**src/sv/rbht_pkg.sv**
```systemverilog
`timescale 1ns / 1ps

package rbht_pkg;

  // Table geometry.
  localparam int TABLE_DEPTH = 16;
  localparam int IDX_BITS    = (TABLE_DEPTH > 1) ? $clog2(TABLE_DEPTH) : 1;
  localparam int ADDR_BITS   = 48;
  localparam int GEN_BITS    = 32;
  localparam int REF_BITS    = 16;
  localparam int HANDLE_BITS = 64;

  // Beat layout on both streams.
  localparam int IN_DATA_BITS  = 184;
  localparam int OUT_DATA_BITS = 136;

  // Request kinds carried in the input tuser.
  typedef enum logic [1:0] {
    REQ_REGISTER   = 2'd0,
    REQ_DEREGISTER = 2'd1,
    REQ_RESTORE    = 2'd2,
    REQ_CLEAR      = 2'd3
  } req_t;

  // Result status codes carried in the output tuser.
  typedef enum logic [1:0] {
    STAT_OK          = 2'd0,
    STAT_INVALID     = 2'd1,
    STAT_CREATE_FAIL = 2'd2,
    STAT_FULL        = 2'd3
  } status_t;

  // Sequencer states.
  typedef enum logic [2:0] {
    ST_IDLE,
    ST_FREE_SCAN,
    ST_LOOKUP,
    ST_DEREG,
    ST_OUT
  } state_t;

endpackage

```
**src/sv/refcounted_bridge_handle_table.sv**
```systemverilog
`timescale 1ns / 1ps

// Channel   Direction  Handshake            Payload
// s_*       in         s_tvalid / s_tready  request: tuser = kind, tdata = operands
// m_*       out        m_tvalid / m_tready  result: tuser = status, tdata = handles
//
// One request is taken at a time. Restore and clear load the result directly; deregister
// passes through the handle check; register may run the free-slot search, then the lookup.
// Both walk the slots one per cycle through a single shared slot read port; the lookup
// also uses the single address comparator.
// Reset empties the table and zeroes the generation.
// A result waits in the output register until m_tready; no request is taken meanwhile.

module refcounted_bridge_handle_table
  import rbht_pkg::*;
(
  input  logic                     clk,
  input  logic                     rst,
  input  logic                     s_tvalid,
  output logic                     s_tready,
  // [47:0] phys_addr, [48] already_exists, [49] create_ok, [113:50] fw_handle,
  // [177:114] client_handle, [183:178] zero
  input  logic [IN_DATA_BITS-1:0]  s_tdata,
  // [1:0] req_type
  input  logic [1:0]               s_tuser,
  output logic                     m_tvalid,
  input  logic                     m_tready,
  // [63:0] handle_out, [64] release_valid, [128:65] release_handle, [135:129] zero
  output logic [OUT_DATA_BITS-1:0] m_tdata,
  // [1:0] status
  output logic [1:0]               m_tuser
);

  localparam logic [IDX_BITS-1:0] LAST_IDX = IDX_BITS'(TABLE_DEPTH - 1);
  localparam logic [REF_BITS-1:0] REF_MAX  = '1;

  // Slot storage.
  logic [TABLE_DEPTH-1:0] slot_valid;
  logic [ADDR_BITS-1:0]   slot_addr      [TABLE_DEPTH];
  logic [HANDLE_BITS-1:0] slot_fw_handle [TABLE_DEPTH];
  logic [REF_BITS-1:0]    slot_refcount  [TABLE_DEPTH];
  logic [GEN_BITS-1:0]    generation;

  // Sequencer and latched request.
  state_t                 state, state_next;
  logic [IDX_BITS-1:0]    cnt;
  logic [ADDR_BITS-1:0]   req_addr;
  logic [HANDLE_BITS-1:0] req_fw;
  logic [HANDLE_BITS-1:0] req_client;

  // Result register.
  logic [1:0]             res_status;
  logic [HANDLE_BITS-1:0] res_handle;
  logic                   res_rel;
  logic [HANDLE_BITS-1:0] res_rel_handle;

  // Input beat fields.
  logic                   in_accept;
  req_t                   in_req;
  logic                   in_exists;
  logic                   in_create;

  assign in_accept = s_tvalid && s_tready;
  assign in_req    = req_t'(s_tuser);
  assign in_exists = s_tdata[48];
  assign in_create = s_tdata[49];

  // Single slot read port, steered by the deregister index or the scan counter.
  logic [IDX_BITS-1:0]    rd_idx;
  logic                   rd_valid;
  logic [REF_BITS-1:0]    rd_ref;
  logic [REF_BITS-1:0]    rd_ref_dec;
  logic                   scan_last;
  logic                   addr_hit;
  logic                   dereg_ok;

  assign rd_idx     = (state == ST_DEREG) ? req_client[IDX_BITS-1:0] : cnt;
  assign rd_valid   = slot_valid[rd_idx];
  assign rd_ref     = slot_refcount[rd_idx];
  assign rd_ref_dec = rd_ref - REF_BITS'(1);
  assign scan_last  = (cnt == LAST_IDX);

  // The address comparator: stored address against the request address.
  assign addr_hit = rd_valid && (slot_addr[rd_idx] == req_addr);

  // Handle check for deregister: generation, index range, occupied slot, nonzero count.
  assign dereg_ok = (req_client[HANDLE_BITS-1:GEN_BITS] == generation) &&
                    (req_client[GEN_BITS-1:0] < GEN_BITS'(TABLE_DEPTH)) &&
                    rd_valid && (rd_ref != '0);

  // Next state.
  always_comb begin
    state_next = state;
    unique case (state)
      ST_IDLE: begin
        if (in_accept) begin
          unique case (in_req)
            REQ_REGISTER: begin
              if (in_exists) begin
                state_next = ST_LOOKUP;
              end else if (in_create) begin
                state_next = ST_FREE_SCAN;
              end else begin
                state_next = ST_OUT;
              end
            end
            REQ_DEREGISTER: state_next = ST_DEREG;
            default:        state_next = ST_OUT;
          endcase
        end
      end
      ST_FREE_SCAN: begin
        if (!rd_valid) begin
          state_next = ST_LOOKUP;
        end else if (scan_last) begin
          state_next = ST_OUT;
        end
      end
      ST_LOOKUP: begin
        if (addr_hit || scan_last) begin
          state_next = ST_OUT;
        end
      end
      ST_DEREG: state_next = ST_OUT;
      ST_OUT: begin
        if (m_tready) begin
          state_next = ST_IDLE;
        end
      end
      default: state_next = ST_IDLE;
    endcase
  end

  // Control outputs of the sequencer.
  logic                   cnt_clr;
  logic                   cnt_inc;
  logic                   wr_new;
  logic                   ref_inc;
  logic                   ref_dec;
  logic                   slot_free;
  logic                   clear_all;
  logic                   gen_inc;
  logic                   res_load;
  logic [1:0]             res_status_next;
  logic [HANDLE_BITS-1:0] res_handle_next;
  logic                   res_rel_next;
  logic [HANDLE_BITS-1:0] res_rel_handle_next;

  always_comb begin
    cnt_clr             = 1'b0;
    cnt_inc             = 1'b0;
    wr_new              = 1'b0;
    ref_inc             = 1'b0;
    ref_dec             = 1'b0;
    slot_free           = 1'b0;
    clear_all           = 1'b0;
    gen_inc             = 1'b0;
    res_load            = 1'b0;
    res_status_next     = STAT_OK;
    res_handle_next     = '0;
    res_rel_next        = 1'b0;
    res_rel_handle_next = '0;
    unique case (state)
      ST_IDLE: begin
        if (in_accept) begin
          cnt_clr = 1'b1;
          unique case (in_req)
            REQ_REGISTER: begin
              if (!in_exists && !in_create) begin
                res_load        = 1'b1;
                res_status_next = STAT_CREATE_FAIL;
              end
            end
            REQ_DEREGISTER: begin
            end
            REQ_RESTORE: begin
              gen_inc   = 1'b1;
              clear_all = 1'b1;
              res_load  = 1'b1;
            end
            default: begin
              clear_all = 1'b1;
              res_load  = 1'b1;
            end
          endcase
        end
      end
      ST_FREE_SCAN: begin
        if (!rd_valid) begin
          wr_new  = 1'b1;
          cnt_clr = 1'b1;
        end else if (scan_last) begin
          res_load            = 1'b1;
          res_status_next     = STAT_FULL;
          res_rel_next        = 1'b1;
          res_rel_handle_next = req_fw;
        end else begin
          cnt_inc = 1'b1;
        end
      end
      ST_LOOKUP: begin
        if (addr_hit) begin
          ref_inc         = (rd_ref != REF_MAX);
          res_load        = 1'b1;
          res_handle_next = {generation, GEN_BITS'(cnt)};
        end else if (scan_last) begin
          res_load        = 1'b1;
          res_status_next = STAT_INVALID;
        end else begin
          cnt_inc = 1'b1;
        end
      end
      ST_DEREG: begin
        res_load = 1'b1;
        if (dereg_ok) begin
          ref_dec = 1'b1;
          if (rd_ref_dec == '0) begin
            slot_free           = 1'b1;
            res_rel_next        = 1'b1;
            res_rel_handle_next = slot_fw_handle[rd_idx];
          end
        end else begin
          res_status_next = STAT_INVALID;
        end
      end
      ST_OUT: begin
      end
      default: begin
      end
    endcase
  end

  // Control registers.
  always_ff @(posedge clk) begin
    if (rst) begin
      state      <= ST_IDLE;
      cnt        <= '0;
      generation <= '0;
      slot_valid <= '0;
    end else begin
      state <= state_next;
      if (cnt_clr) begin
        cnt <= '0;
      end else if (cnt_inc) begin
        cnt <= cnt + IDX_BITS'(1);
      end
      if (gen_inc) begin
        generation <= generation + GEN_BITS'(1);
      end
      if (clear_all) begin
        slot_valid <= '0;
      end else if (wr_new) begin
        slot_valid[rd_idx] <= 1'b1;
      end else if (slot_free) begin
        slot_valid[rd_idx] <= 1'b0;
      end
    end
  end

  // Slot payload and latched request.
  always_ff @(posedge clk) begin
    if (in_accept) begin
      req_addr   <= s_tdata[ADDR_BITS-1:0];
      req_fw     <= s_tdata[113:50];
      req_client <= s_tdata[177:114];
    end
    if (wr_new) begin
      slot_addr[rd_idx]      <= req_addr;
      slot_fw_handle[rd_idx] <= req_fw;
      slot_refcount[rd_idx]  <= '0;
    end else if (ref_inc) begin
      slot_refcount[rd_idx] <= rd_ref + REF_BITS'(1);
    end else if (ref_dec) begin
      slot_refcount[rd_idx] <= rd_ref_dec;
    end
    if (res_load) begin
      res_status     <= res_status_next;
      res_handle     <= res_handle_next;
      res_rel        <= res_rel_next;
      res_rel_handle <= res_rel_handle_next;
    end
  end

  // Stream ports.
  assign s_tready = (state == ST_IDLE);
  assign m_tvalid = (state == ST_OUT);
  assign m_tuser  = res_status;
  assign m_tdata  = {7'd0, res_rel_handle, res_rel, res_handle};

  // A restore advances the generation by exactly one.
  a_restore_gen: assert property (@(posedge clk) disable iff (rst)
    (in_accept && (in_req == REQ_RESTORE)) |=> (generation == $past(generation) + 32'd1))
    else $error("restore did not advance the generation by one");

  // Restore and clear leave the table empty.
  a_clear_empty: assert property (@(posedge clk) disable iff (rst)
    (in_accept && ((in_req == REQ_RESTORE) || (in_req == REQ_CLEAR))) |=> (slot_valid == '0))
    else $error("table not empty after restore or clear");

  // A release comes only with a freed slot or a full table.
  a_release_status: assert property (@(posedge clk) disable iff (rst)
    (m_tvalid && res_rel) |-> ((res_status == STAT_OK) || (res_status == STAT_FULL)))
    else $error("release requested with a failing status");

  // A handle is returned only on success.
  a_handle_zero: assert property (@(posedge clk) disable iff (rst)
    (m_tvalid && (res_status != STAT_OK)) |-> (res_handle == '0))
    else $error("nonzero handle on a failing result");

endmodule
```
**config.mk**
```make
export PLATFORM = sky130hd
export DESIGN_NAME = refcounted_bridge_handle_table
export DESIGN_NICKNAME = d
export VERILOG_FILES = /design/src/sv/rbht_pkg.sv /design/src/sv/refcounted_bridge_handle_table.sv
export SDC_FILE = /design/constraint.sdc
export NUM_CORES = 2
export LEC_CHECK = 0
export BUFFER_PORTS_ARGS = -buffer_cell sky130_fd_sc_hd__buf_2
export CORE_MARGIN = 10
export CORE_UTILIZATION = 27
export CTS_CLUSTER_DIAMETER = 30
export DETAILED_ROUTE_END_ITERATION = 16
export PLACE_DENSITY = 0.42
export SYNTH_ARGS = -nofsm -noshare
export SYNTH_HDL_FRONTEND = slang
export SYNTH_SLANG_ARGS = --single-unit
export TNS_END_PERCENT = 1
```
**constraint.sdc**
```tcl
create_clock -name clk -period 29.9 [get_ports clk]
set_input_delay 4.485 -clock clk [delete_from_list [all_inputs] [get_ports clk]]
set_output_delay 4.485 -clock clk [all_outputs]
set_load 0.01 [all_outputs]
```
## After elaboration in Yosys (flattened, before gate mapping)

Memories as Yosys holds them, arrays and structs flattened.
Cells that the tools add are included.

- Memories kept: 3
- Register bits after elaboration: 362
- Logic and storage cells: 131
- Input bits: 190
- Memory bits (writable): 2048

Memories:

| name | depth | width | rd ports | clocked after Yosys merged registers in | wr ports | RTL line | source |
|---|---|---|---|---|---|---|---|
| slot_fw_handle | 16 | 64 | 1 | 0 | 1 | refcounted_bridge_handle_table.sv:40 | `logic [HANDLE_BITS-1:0] slot_fw_handle [TABLE_DEPTH];` |
| slot_addr | 16 | 48 | 1 | 0 | 1 | refcounted_bridge_handle_table.sv:39 | `logic [ADDR_BITS-1:0] slot_addr [TABLE_DEPTH];` |
| slot_refcount | 16 | 16 | 1 | 0 | 1 | refcounted_bridge_handle_table.sv:41 | `logic [REF_BITS-1:0] slot_refcount [TABLE_DEPTH];` |

- Bitwise gates (word level): 5
- Add/sub/neg operators: 4
- Reductions and logical operators: 20
- Equality and inequality tests: 14
- Order comparisons: 3
- Mux-type cells: 70

Operator list:

| cell | number |
|---|---|
| $mux W64 | 4 |
| $pmux W64 S2 | 1 |
| $mux W16 | 4 |
| $eq A48 B48 Y1 | 1 |
| $mux W1 | 38 |
| $add A32 B1 Y32 const B | 1 |
| $eq A32 B32 Y1 | 1 |
| $lt A32 B5 Y1 const B | 1 |
| $mux W3 | 7 |
| $add A16 B1 Y16 const B | 1 |
| $and A16 B16 Y16 | 1 |
| $logic_not A16 Y1 | 1 |
| $ne A16 B16 Y1 const B | 1 |
| $not A16 Y16 | 1 |
| $or A16 B16 Y16 | 1 |
| $reduce_bool A16 Y1 | 1 |
| $sub A16 B1 Y16 const B | 1 |
| $pmux W3 S5 | 1 |
| $mux W2 | 5 |
| $pmux W1 S2 | 4 |
| $pmux W2 S4 | 1 |
| $logic_and A1 B1 Y1 | 7 |
| $eq A3 B2 Y1 const B | 2 |
| $pmux W3 S2 | 1 |
| 24 further kinds | 29 |

## Logic depth before layout (Yosys ltp)

- Depth after elaboration: 13
- Gate-level depth with buffers: 22

## Least setup slack after synthesis

OpenSTA, ideal clock, no wires.

- Kind: in2reg
- Start point: input s_tvalid
- End point: register generation[29]
- Buffers on the path: 2
- Required time: 29772 ps
- Stages on the path: 13
- Arrival time: 11471 ps
- Path slack: 18302 ps
- Cells stage by stage: and2_1 clkbuf_1 nand2_1 nor2_1 nand4_1 or3_1 clkbuf_1 nor2_1 nand2_1 nor2_1 nand3_1 xor2_1 nor2_1

- Cells in the longest elaborated chain, start to end: 3

RTL lines:

| element | RTL line | source |
|---|---|---|
| from (decl) | refcounted_bridge_handle_table.sv:19 | `input logic s_tvalid,` |
| $logic_and A1 B1 Y1 | refcounted_bridge_handle_table.sv:63 | `assign in_accept = s_tvalid && s_tready;` |
| via in_accept | refcounted_bridge_handle_table.sv:58 | `logic in_accept;` |
| $mux W1 | refcounted_bridge_handle_table.sv:165 | `if (in_accept) begin` |
| $mux W1 | refcounted_bridge_handle_table.sv:163 | `unique case (state)` |
| to (signal assigned) | refcounted_bridge_handle_table.sv:248 | `generation <= generation + GEN_BITS'(1);` |
| to (decl) | refcounted_bridge_handle_table.sv:42 | `logic [GEN_BITS-1:0] generation;` |

The timed path passes the listed nets, and every way through them passes these cells.
A chain may end at the register's enable or synchronous reset.

## Final worst setup path

- Start point: register req_client[0]
- End point: memory slot_refcount[12][12], enable pin

- Cells in the longest elaborated chain, start to end: 12
- Elaborated cells between the ends (all ways): 30

RTL lines:

| element | RTL line | source |
|---|---|---|
| from (decl) | refcounted_bridge_handle_table.sv:49 | `logic [HANDLE_BITS-1:0] req_client;` |
| from (signal assigned) | refcounted_bridge_handle_table.sv:265 | `req_client <= s_tdata[177:114];` |
| branches (longest 12 deep; another with $mem_v2 Z16 W48) | -- |  |
| to (decl) | refcounted_bridge_handle_table.sv:41 |  |

Parallel ways; which one is timed is not known. The select of a mux whose other input is x is not followed.

==> results.sh <==
export IMPL_detailroute_via_count=63000
export IMPL_postLayoutCoreUtil_pct=34.7
export IMPL_setup_tns_ns=0
export IMPL_nFillCells=34700
export IMPL_synth_top_family_by_area="simple AND/OR/NAND/NOR gates"
export IMPL_clock_tree_from_tritoncts="built"
export IMPL_synth_edff_count=2327
export IMPL_effective_utilization_at_floorplan_pct=27.1
export IMPL_muxShareOfSynthArea_pct=4.58
export IMPL_fin_nets=7645
export IMPL_power_frac_clock_pct=60.4
export IMPL_viasPerCell=4.95
export IMPL_post_route_drc_count=0
export IMPL_fmax_ghz=0.100
export IMPL_grt_usage_pct=16.7
export IMPL_multiInputGateArea_sq_um=24400
export IMPL_synth_flop_cell="sky130_fd_sc_hd__edfxtp_1"
export IMPL_avgSynthCellArea_sq_um=14.3
export IMPL_design_area_sq_um=125000
export IMPL_power_frac_seq_pct=36.7
export IMPL_ys_warnings_count=0
export IMPL_power_ir_vdd_worst_uv=52.7
export IMPL_timing_final_max_slew_violations=0
export IMPL_synth_compound_gate_area_share_pct=7.36
export IMPL_stdcell_count=12700
export IMPL_required_ns=30.55
export IMPL_placed_area_sq_um=104000
export IMPL_cts_htree_levels=6
export IMPL_finalHoldViolations=0
export IMPL_crit_path_end_kind="flop"
export IMPL_vias_in_the_first_global_route=63200
export IMPL_globalplace_congestion=0.789
export IMPL_worst_path_largest_cell_delay_ns=0.90
export IMPL_report_final_setup_viol=0
export IMPL_dpl_worst_slack_ns=19.94
export IMPL_startpoint_type="flop"
export IMPL_fin_crit_ns=9.98
export IMPL_syn_cell_area_sq_um=97300
export IMPL_outcome="completed"
export IMPL_tightestPinTransition_ns=1.30
export IMPL_seqCellArea_sq_um=71000
export IMPL_post_cts_setup_buffer_count=0
export IMPL_core_area_sq_um=359000
export IMPL_power_density_nw_per_um2=84.0
export IMPL_power_switching_fraction_pct=22.2
export IMPL_critPathMaxFanout=63
export IMPL_setup_repair_after_global_routing_missed_its_margin="false"
export IMPL_detail_route_antenna_nets=0
export IMPL_timing_final_ws_setup_ns=19.92
export IMPL_hold_path_class="flop to flop"
export IMPL_initial_antenna_violation_count=33
export IMPL_synthesized_instance_count=6824
export IMPL_final_layout_size_suffix_gt1_share_pct=19.9
export IMPL_cts_hold_repair_buffers=0
export IMPL_synth_xor_area_share_pct=0.630
export IMPL_synthSimpleGateAreaFrac_pct=11.9
export IMPL_clockRootBuffer="sky130_fd_sc_hd__clkbuf_16"
export IMPL_drt_pre_antenna_iters=7
export IMPL_numPortBuffers=288
export IMPL_min_period_over_period_pct=33.4
export IMPL_row_count=220
export IMPL_top_level_ports=330
export IMPL_comb_power_share_pct=2.9
export IMPL_ctsLongestPathBuffers=4
export IMPL_power_leakage_nw=43.2
export IMPL_yosys_area_share_adder_pct=0.0643
export IMPL_crit_path_top_delay_cell="sky130_fd_sc_hd__a2111oi_0"
export IMPL_totalWireLength_microns=335000
export IMPL_drtIter0Drc=5388
export IMPL_timing_critical_path_arrival_ns=10.63
export IMPL_die_x_extent_microns=620
export IMPL_wl_per_cell_microns=26.3
export IMPL_switching_power_w=0.00232
export IMPL_worst_slew_margin_rel_pct=13.4
export IMPL_layout_area_overhead_vs_synth_pct=27.9
export IMPL_worstSkewPairLatency_ns=1.02
export IMPL_postSynth_asyncResetShare_pct=0
export IMPL_grt_pass1_wl_microns=473000
export IMPL_cell_internal_pwr_w=0.00814
export IMPL_place_detailed_instances=11600
export IMPL_cts_resized=0
export IMPL_synth_seq_cells=2382
export IMPL_cts_reportedPaths_clkPinSlew_ns=0.04
export IMPL_pin_count_of_the_biggest_net_entering_global_routing=112
export IMPL_cpMostUsedCell="sky130_fd_sc_hd__buf_4"
export IMPL_netlist_cell_type_count=96
export IMPL_fin_worst_skew_ns=0.0807
export IMPL_cts_buffers_inserted=601
export IMPL_gr_total_overflow=0
export IMPL_setup_worst_path_class="flop to flop"
export IMPL_dp_hpwl_microns=179000
export IMPL_dieArea_sq_um=385000
export IMPL_max_cap_violations=0
export IMPL_clock_sink_count=2382
export IMPL_worstPathCellList="nand4b_1 > buf_4 > o21ai_4 > buf_4 > buf_4 > buf_4 > mux2i_1 > a2111oi_0 > nand4_1 > xnor2_1 > nor4b_1 > nand4b_1 > nor4_4 > buf_4 > nand3_1 > and3_1 > buf_4 > nor3_2 > buf_4"
export IMPL_portion_of_the_post_synthesis_area_used_by_sequential_elements_pct=72.9
export IMPL_die_h_microns=620
[area by class of cell]
type | count | share of cell area (%)
well taps | 4773 | 4.80
clock inverters | 378 | 3.49
diodes | 5 | 0.0100
flip-flops and latches | 2382 | 57.0
multi-input cells | 3951 | 19.6
clock buffers | 722 | 12.6
repair buffers | 474 | 2.33
inverters | 40 | 0.121
[kinds of logic (layout without fill, tap and decap cells)]
group | Yosys count | count (layout)
compound gates | 945 | 945
simple gates | 2557 | 2557
flops | 2382 | 2382
mux | 339 | 339
buf+inv | 525 | 1614
fa+ha+maj | 5 | 5
xor+xnor | 70 | 70
other cells | 1 | 40
[flip-flops by register name, summed over array words and instances (netlist names), named ones only]
signal          count
req_client         64
slot_refcount     256
cnt                 4
req_addr           48
state               3
slot_fw_handle   1024
res_rel             1
res_handle         36
slot_addr         768
m_tuser             2
generation         32
req_fw             64
res_rel_handle     64
[placed cells by master (no fill, tap or decap), types with 37 or more instances in the layout]
cell type,n
sky130_fd_sc_hd__clkbuf_16,606
sky130_fd_sc_hd__nand2_1,1374
sky130_fd_sc_hd__a221oi_1,38
sky130_fd_sc_hd__edfxtp_1,2327
sky130_fd_sc_hd__a22o_1,53
sky130_fd_sc_hd__o22ai_1,60
sky130_fd_sc_hd__a211oi_1,77
sky130_fd_sc_hd__dfxtp_1,53
sky130_fd_sc_hd__mux2i_1,233
sky130_fd_sc_hd__mux4_2,83
sky130_fd_sc_hd__bufinv_16,63
sky130_fd_sc_hd__clkinv_1,112
sky130_fd_sc_hd__a311oi_1,118
sky130_fd_sc_hd__clkinv_2,96
sky130_fd_sc_hd__o211a_1,55
sky130_fd_sc_hd__buf_4,181
sky130_fd_sc_hd__xnor2_1,40
sky130_fd_sc_hd__nand3_1,632
sky130_fd_sc_hd__o21ai_0,48
sky130_fd_sc_hd__a31oi_1,63
sky130_fd_sc_hd__a21oi_1,179
sky130_fd_sc_hd__clkbuf_1,102
sky130_fd_sc_hd__nor2_1,103
sky130_fd_sc_hd__a22oi_1,51
sky130_fd_sc_hd__buf_2,288
sky130_fd_sc_hd__clkinvlp_4,37
sky130_fd_sc_hd__and3_1,138
sky130_fd_sc_hd__inv_1,39
sky130_fd_sc_hd__nand4_1,46
[power by group through the flow]
stage	Combinational, W	Clock, W	Sequential [W]
finish	0.000305	0.00632	0.00384
CTS	0.000312	0.00642	0.00384
detailed placement	0.000310	0	0.00390
global route	0.000329	0.00662	0.00385
floorplan	0.000172	0	0.00388
global placement	0.000309	0	0.00389
[routing by layer]
| layer | GRT usage [%] | share of wire (%) | vias to the layer above |
|---|---|---|---|
| li1 | - | - | 27700 |
| met1 | 22.6 | 44 | 32600 |
| met2 | 27.4 | 48 | 2121 |
| met3 | 2.82 | 5.4 | 583 |
| met4 | 5.54 | 3.1 | 6 |
| met5 | 0 | 0.012 | - |
[cell usage after synthesis, drive strengths merged, types with 11 or more instances]
library cell	n	share of area, %
nand2b	11	0.071
nor3	37	0.19
clkbuf	272	1.0
buf	213	1.3
and3	139	0.90
a22oi	53	0.41
mux2	22	0.25
o21ai	52	0.27
a22o	53	0.48
a32oi	23	0.21
nand4	46	0.30
a31oi	63	0.40
a21oi	182	0.94
nand2	1378	5.3
o22ai	61	0.39
inv	40	0.15
and2	32	0.21
nand3	632	3.2
xor2	30	0.27
o22a	15	0.13
or4	13	0.10
edfxtp	2327	72
mux4	83	1.9
dfxtp	55	1.1
xnor2	40	0.36
nor2b	16	0.10
nor4	42	0.34
a211oi	77	0.59
mux2i	234	2.4
o31ai	25	0.33
a2111oi	30	0.27
o211a	55	0.57
nor2	131	0.51
a221oi	38	0.34
or3	25	0.16
a311oi	118	1.1
[worst paths after layout]
path             startpoint                     to  slack (ns)  cells after the start
min reg2reg  generation[20]         generation[20]        0.53                      2
max reg2reg   req_client[0]  slot_refcount[12][12]       19.92                     19
min          generation[20]         generation[20]        0.53                      2
max           req_client[0]  slot_refcount[12][12]       19.92                     19
[metrics by stage]
stage,power (W),hold slack (ns)
2_1_floorplan,0.00405,0.487
3_3_place_gp,0.00420,0.508
3_5_place_dp,0.00421,0.525
4_1_cts,0.0106,0.531
5_1_grt,0.0108,0.567
6_report,0.0105,0.534
[critical path, delay by kind of cell (launching register included)]
kind / cells / cell delay, ns
mux: 1 / 0.15
compound gates: 2 / 1.01
xor+xnor: 1 / 0.23
buf+inv: 7 / 3.77
flops: 1 / 0.43
simple gates: 8 / 3.86
Note: power is estimated with default switching activity, not from simulation.
